$ cat src/sv/sfe_pkg.sv
// ----------------------------------------------------------------------------
// sfe_pkg
// Types and constants shared by the serial frame encoder.
// ----------------------------------------------------------------------------
package sfe_pkg;

	localparam int BYTE_W     = 8;
	localparam int K_W        = 3;
	localparam int CFG_IDX_W  = 1;
	localparam int CFG_DATA_W = 8;

	// item kinds
	localparam logic ACT_BEGIN   = 1'b0;
	localparam logic ACT_PAYLOAD = 1'b1;

	// register indexes
	localparam logic [CFG_IDX_W-1:0] REG_START = 1'd0;
	localparam logic [CFG_IDX_W-1:0] REG_ADDR  = 1'd1;

	localparam logic [BYTE_W-1:0] START_RST = 8'hAA;
	localparam logic [BYTE_W-1:0] ADDR_RST  = 8'hFF;

	// result positions within a begin item
	localparam logic [K_W-1:0] K_START = 3'd0;
	localparam logic [K_W-1:0] K_ADDR  = 3'd1;
	localparam logic [K_W-1:0] K_TYPE  = 3'd2;
	localparam logic [K_W-1:0] K_LEN   = 3'd3;
	localparam logic [K_W-1:0] K_SUM   = 3'd4;
	localparam logic [K_W-1:0] K_SOS   = 3'd5;

	// result positions within a payload item
	localparam logic [K_W-1:0] K_DATA = 3'd0;
	localparam logic [K_W-1:0] K_PSUM = 3'd1;

	typedef struct packed {
		logic              open;
		logic [BYTE_W-1:0] rem;
		logic [BYTE_W-1:0] sum;
		logic [BYTE_W-1:0] sos;
	} sfe_state_t;

	typedef struct packed {
		logic [BYTE_W-1:0] out_byte;
		logic              frame_end;
		logic              stray;
		logic              last;
	} sfe_res_t;

endpackage

$ cat src/sv/sfe_frame.sv
// ----------------------------------------------------------------------------
// sfe_frame
// Works out result k of the held item and the frame state after it.
// ----------------------------------------------------------------------------
module sfe_frame import sfe_pkg::*; (
	input  logic              action,
	input  logic [BYTE_W-1:0] frame_type,
	input  logic [BYTE_W-1:0] payload_length,
	input  logic [BYTE_W-1:0] payload_byte,
	input  logic [K_W-1:0]    k,
	input  logic [BYTE_W-1:0] start_byte,
	input  logic [BYTE_W-1:0] address_byte,
	input  sfe_state_t        st,
	output sfe_res_t          res,
	output sfe_state_t        st_n
);

	logic              add;
	logic [BYTE_W-1:0] base_sum;
	logic [BYTE_W-1:0] base_sos;
	logic [BYTE_W-1:0] sum_n;

	always_comb begin
		res      = '0;
		st_n     = st;
		add      = 1'b0;
		base_sum = st.sum;
		base_sos = st.sos;
		if (action == ACT_BEGIN) begin
			case (k)
				K_START: begin
					// fresh sums for the new frame
					res.out_byte = start_byte;
					add          = 1'b1;
					base_sum     = '0;
					base_sos     = '0;
				end
				K_ADDR: begin
					res.out_byte = address_byte;
					add          = 1'b1;
				end
				K_TYPE: begin
					res.out_byte = frame_type;
					add          = 1'b1;
				end
				K_LEN: begin
					res.out_byte = payload_length;
					add          = 1'b1;
					st_n.open    = 1'b1;
					st_n.rem     = payload_length;
					res.last     = (payload_length != '0);
				end
				K_SUM: begin
					res.out_byte = st.sum;
				end
				K_SOS: begin
					res.out_byte  = st.sos;
					res.frame_end = 1'b1;
					res.last      = 1'b1;
					st_n.open     = 1'b0;
					st_n.rem      = '0;
				end
				default: begin
					res.last = 1'b1;
				end
			endcase
		end else if (k == K_DATA) begin
			if (!st.open) begin
				res.stray = 1'b1;
				res.last  = 1'b1;
			end else begin
				res.out_byte = payload_byte;
				add          = 1'b1;
				st_n.rem     = st.rem - 8'd1;
				// the final payload byte goes on to the two checksums
				res.last     = (st.rem != 8'd1);
				if (st.rem == 8'd1) begin
					st_n.open = 1'b0;
				end
			end
		end else if (k == K_PSUM) begin
			res.out_byte = st.sum;
		end else begin
			res.out_byte  = st.sos;
			res.frame_end = 1'b1;
			res.last      = 1'b1;
		end

		sum_n = base_sum + res.out_byte;
		if (add) begin
			st_n.sum = sum_n;
			st_n.sos = base_sos + sum_n;
		end
	end

endmodule

$ cat config.mk
export PLATFORM = sky130hd
export DESIGN_NAME = sfe_frame
export DESIGN_NICKNAME = d
export VERILOG_FILES = /design/src/sv/sfe_pkg.sv /design/src/sv/sfe_frame.sv
export SDC_FILE = /design/constraint.sdc
export NUM_CORES = 1
export LEC_CHECK = 0
export BUFFER_PORTS_ARGS = -buffer_cell sky130_fd_sc_hd__buf_2
export CAP_MARGIN = 5
export CORE_MARGIN = 4
export CORE_UTILIZATION = 30
export DETAILED_ROUTE_END_ITERATION = 10
export PLACE_DENSITY = 0.63
export SETUP_SLACK_MARGIN = 0.02
export SLEW_MARGIN = 10
export SYNTH_ARGS = -nofsm -noshare
export SYNTH_HDL_FRONTEND = slang
export SYNTH_SLANG_ARGS = --single-unit
$ cat constraint.sdc
create_clock -name vclk -period 16.1
set_clock_uncertainty 0.05 [all_clocks]
set_input_delay 3.22 -clock vclk [all_inputs]
set_output_delay 3.22 -clock vclk [all_outputs]
set_load 0.02 [all_outputs]
; Word level (Yosys, flattened, before mapping)
; Index checks and enable logic that the tools add are counted.
[classes]
n_addsub = 3
reduce_logical = 4
n_eq_ne = 7
n_mux = 29
[ops]
columns = operator, n
row1 = 2-to-1 mux 8 bit, 7
row2 = case mux 8 bit (6 select lines), 1
row3 = 2-to-1 mux 9 bit, 4
row4 = case mux 9 bit (2 select lines), 1
row5 = adder 8 bit, 2
row6 = 2-to-1 mux 16 bit, 1
row7 = 2-to-1 mux 1 bit, 14
row8 = equality test 8 x 1 -> 1 bit (second input constant), 1
row9 = != test 8 x 1 -> 1 bit (second input constant), 1
row10 = nonzero test 8 bit, 1
row11 = OR reduction 4 bit, 2
row12 = subtractor 8 x 1 -> 8 bit (second input constant), 1
row13 = equality test 3 x 2 -> 1 bit (second input constant), 2
row14 = equality test 3 bit (second input constant), 2
row15 = equality test 3 x 1 -> 1 bit (second input constant), 1
row16 = zero test 3 bit, 1
row17 = case mux 1 bit (2 select lines), 1
[word_totals]
output_inout_bits = 36
in_bits = 69
wordCells = 43
register_bits = 0

; Logic depth before layout (Yosys ltp)
[depth]
word_depth = 7
ltp_mapped = 21
ltp_nobuf = 19

; Worst setup path before layout
; OpenSTA, ideal clock, no wires.
[synth_timing]
path_type = input -> output
start = input k[2]
end = output st_n[5] (netlist bit)
cell_stages = 16
path_buffers = 3
arrival_ns = 7.575
setup_slack_ns = 5.255
required_ns = 12.830
cell_sequence = buf_2 buf_1 clkbuf_1 a31oi_1 o22ai_1 nor2_1 a21oi_1 ha_1 fa_1 ha_1 a21o_1 a21oi_1 o21bai_1 maj3_1 xnor2_1 o311ai_0
[synth_rtl]
columns = item, line_no
row1 = "start, declared", sfe_frame.sv:10  ; input logic [K_W-1:0] k,
row2 = "end, declared", sfe_frame.sv:15  ; output sfe_state_t st_n

==> reports/qor.yml <==
vias: 2475
crit_chain: "buf_2 > nor4b_4 > a221oi_1 > a21oi_1 > ha_1 > fa_1 > ha_1 > a21o_1 > a21oi_1 > o21bai_1 > maj3_1 > a31oi_1 > o21ai_0 > and2_1 > o211ai_2 > buf_2"
critPathTopFamily: "compound AO/OA/AOI/OAI gates"
clock.fmax_mhz: 92.60
vias_per_cell: 5.440
layout_worst_path_cycle_share: 0.6708
crit_path_start_kind: "primary input"
placement.io_buffers: 105
fin_ws_ps: 5301
hold_viol: 0
arrival_ps: 7530
die_x_um: 88.33
post_cts_resize_count: 0
fin_setup_tns_ps: 0
synthesis.nets: 378
slowest_delay_ps: 730
coreArea_um2: 6314
finalCriticalPeriod_ps: 10800
setup_viol: 0
vdd_drop_max_v: 0.00002121
yosysTopAreaCellShare: 0.09696
dr.pass1.iters: 4
p_leak_nw: 1.212
maxSlewViolCount: 0
max_slew_margin: 0.3073
drtIter0Drc: 109
nClkBuffers: 0
worst-setup-path-type: "in -> out"
postRouteAntennaNets: 0
ys.warnings.count: 0
synth_cells: 292
utilization: 0.3924
synth.distinct_cells: 51
post_cts_buffers: 0
drive_gt1_frac: 0.3201
switching_share: 0.5858
pin_count: 105
hpwlAfterDp_mm: 5.828
worst-path-buf-inv: 2
grt_max_degree: 40
design.seq.count: 0
grt_pass1_vias: 2392
netlist.top_cell.by_area: "ha_1"
gr-total-overflow: 0
cp_slowest_cell: "nor4b_4"
path_depth: 16
dieHeight_um: 88.33
status: "finished, final reports clean"
syn-mean-instance-area_um2: 6.629
grt_use_total: 0.1718
required_ps: 12830
fin_area_um2: 2477
dieArea_um2: 7801
diodes: 0
detail_route.wl_per_cell_um: 15.64
endpoint_kind: "output pin"
power_density_nw_per_um2: 51.55
p_comb_frac: 1.000
whs_ps: 6738
synth_area_um2: 1936
p_switching_uw: 74.82
grt_pass1_wl_mm: 11.17
yosys-top-cells-area: "ha_1, a21oi_1, nor2_1"
placed_cell_area_um2: 2477
antenna_found_initial: 0
drcViolationCount: 0
yosysSeqAreaShare: 0
rows: 29
rsz0062_at_grt: "false"
cp_max_fo: 37
nNetsFinal: 466
routabilityCongestion: 0.8881
p_int_uw: 52.90
syn_to_final_growth_pct: 27.99
holdPathStages: 4
maxCapViolCount: 0
dp_slack_ps: 5353
drt_wl_total_mm: 7.117
seq_power_share: 0
hold_buffers: 0
worstMarginPinSlew_ps: 1035
seqCellArea_um2: 0
start_util: 0.3066
hp-class: "in -> out"
clkPwrFrac: 0
[kinds of logic (layout without fill, tap and decap cells)]
| kind of cell | after synthesis | in the layout | synth area share |
|---|---|---|---|
| AND/OR/NAND/NOR | 125 | 125 | 0.3277 |
| AO/OA/AOI/OAI | 85 | 85 | 0.2954 |
| buffers and inverters | 29 | 115 | 0.06076 |
| adder cells (fa/ha/maj) | 19 | 19 | 0.1280 |
| XOR/XNOR | 18 | 18 | 0.08856 |
| multiplexers | 16 | 16 | 0.09955 |
[Yosys cell counts (2+ instances only)]
cell type   n
nor3_1      5
a221oi_1   15
or2_2       2
nand3_1     3
mux4_2      2
nor2_1     36
a211oi_1    2
nor4_1      3
and2b_1     2
inv_1      10
maj3_1      2
nand2_1    35
xor2_1      8
o21bai_1    2
o21a_1      3
mux2i_1     8
a22o_1      2
nor2b_1    18
nor2_2      2
o22ai_1     4
xnor2_1     9
o21ai_0     5
buf_1       2
a21oi_1    32
and2_1      2
fa_1        2
a31oi_1     5
buf_4       2
nor4b_1     2
and3_1     10
a22oi_1     2
ha_1       15
a21o_1      3
mux2_2      6
a21boi_0    2
clkbuf_1   14
[tightest hold or removal path, stage by stage]
cell and delay, ps:
buf_2 110, nand2_1 50, nand2_1 40, buf_2 150
[worst paths after layout]
path / end / start
worst max-delay path: st_n[7] / k[0]
worst min-delay path: st_n[8] / st[8]
[final cells by class]
type                            instances  area (µm²)
Multi-Input combinational cell        263        1818
Tap cell                               77       96.34
Fill cell                             716        3836
Timing Repair Buffer                  105       525.5
Inverter                               10       37.54
[cells in the final DEF, fill, tap and decap left out, types with 3 or more instances in the layout]
master	n
buf_2	105
nor2_1	36
nand2_1	35
a21oi_1	32
nor2b_1	18
a221oi_1	15
ha_1	15
inv_1	10
and3_1	10
xnor2_1	9
mux2i_1	8
xor2_1	8
mux2_2	6
nor3_1	5
a31oi_1	5
o21ai_0	5
o22ai_1	4
nand3_1	3
nor4_1	3
o21a_1	3
a21o_1	3
[power groups by stage]
stage,clock [mW],sequential [mW],combinational (mW)
final,0,0,0.128
after global routing,0,0,0.141
after CTS,0,0,0.128
after detailed placement,0,0,0.127
after global placement,0,0,0.126
after floorplan,0,0,0.0907
[per-layer routing]
| layer | wire (µm) | GRT usage |
|---|---|---|
| met2 | 3432 | 0.3182 |
| met3 | 486 | 0.01024 |
| met1 | 3114 | 0.2236 |
| met5 | 0 | 0 |
| met4 | 83 | 0.02198 |
[metrics by stage]
| step | instances | total power [mW] |
|---|---|---|
| CTS | 455 | 0.1284 |
| floorplan | 292 | 0.09073 |
| detailed placement | 455 | 0.1273 |
| finish | 455 | 0.1277 |
| global placement | 455 | 0.1257 |
| global route | 455 | 0.1409 |
No activity file was read; power rests on OpenSTA's default activity.
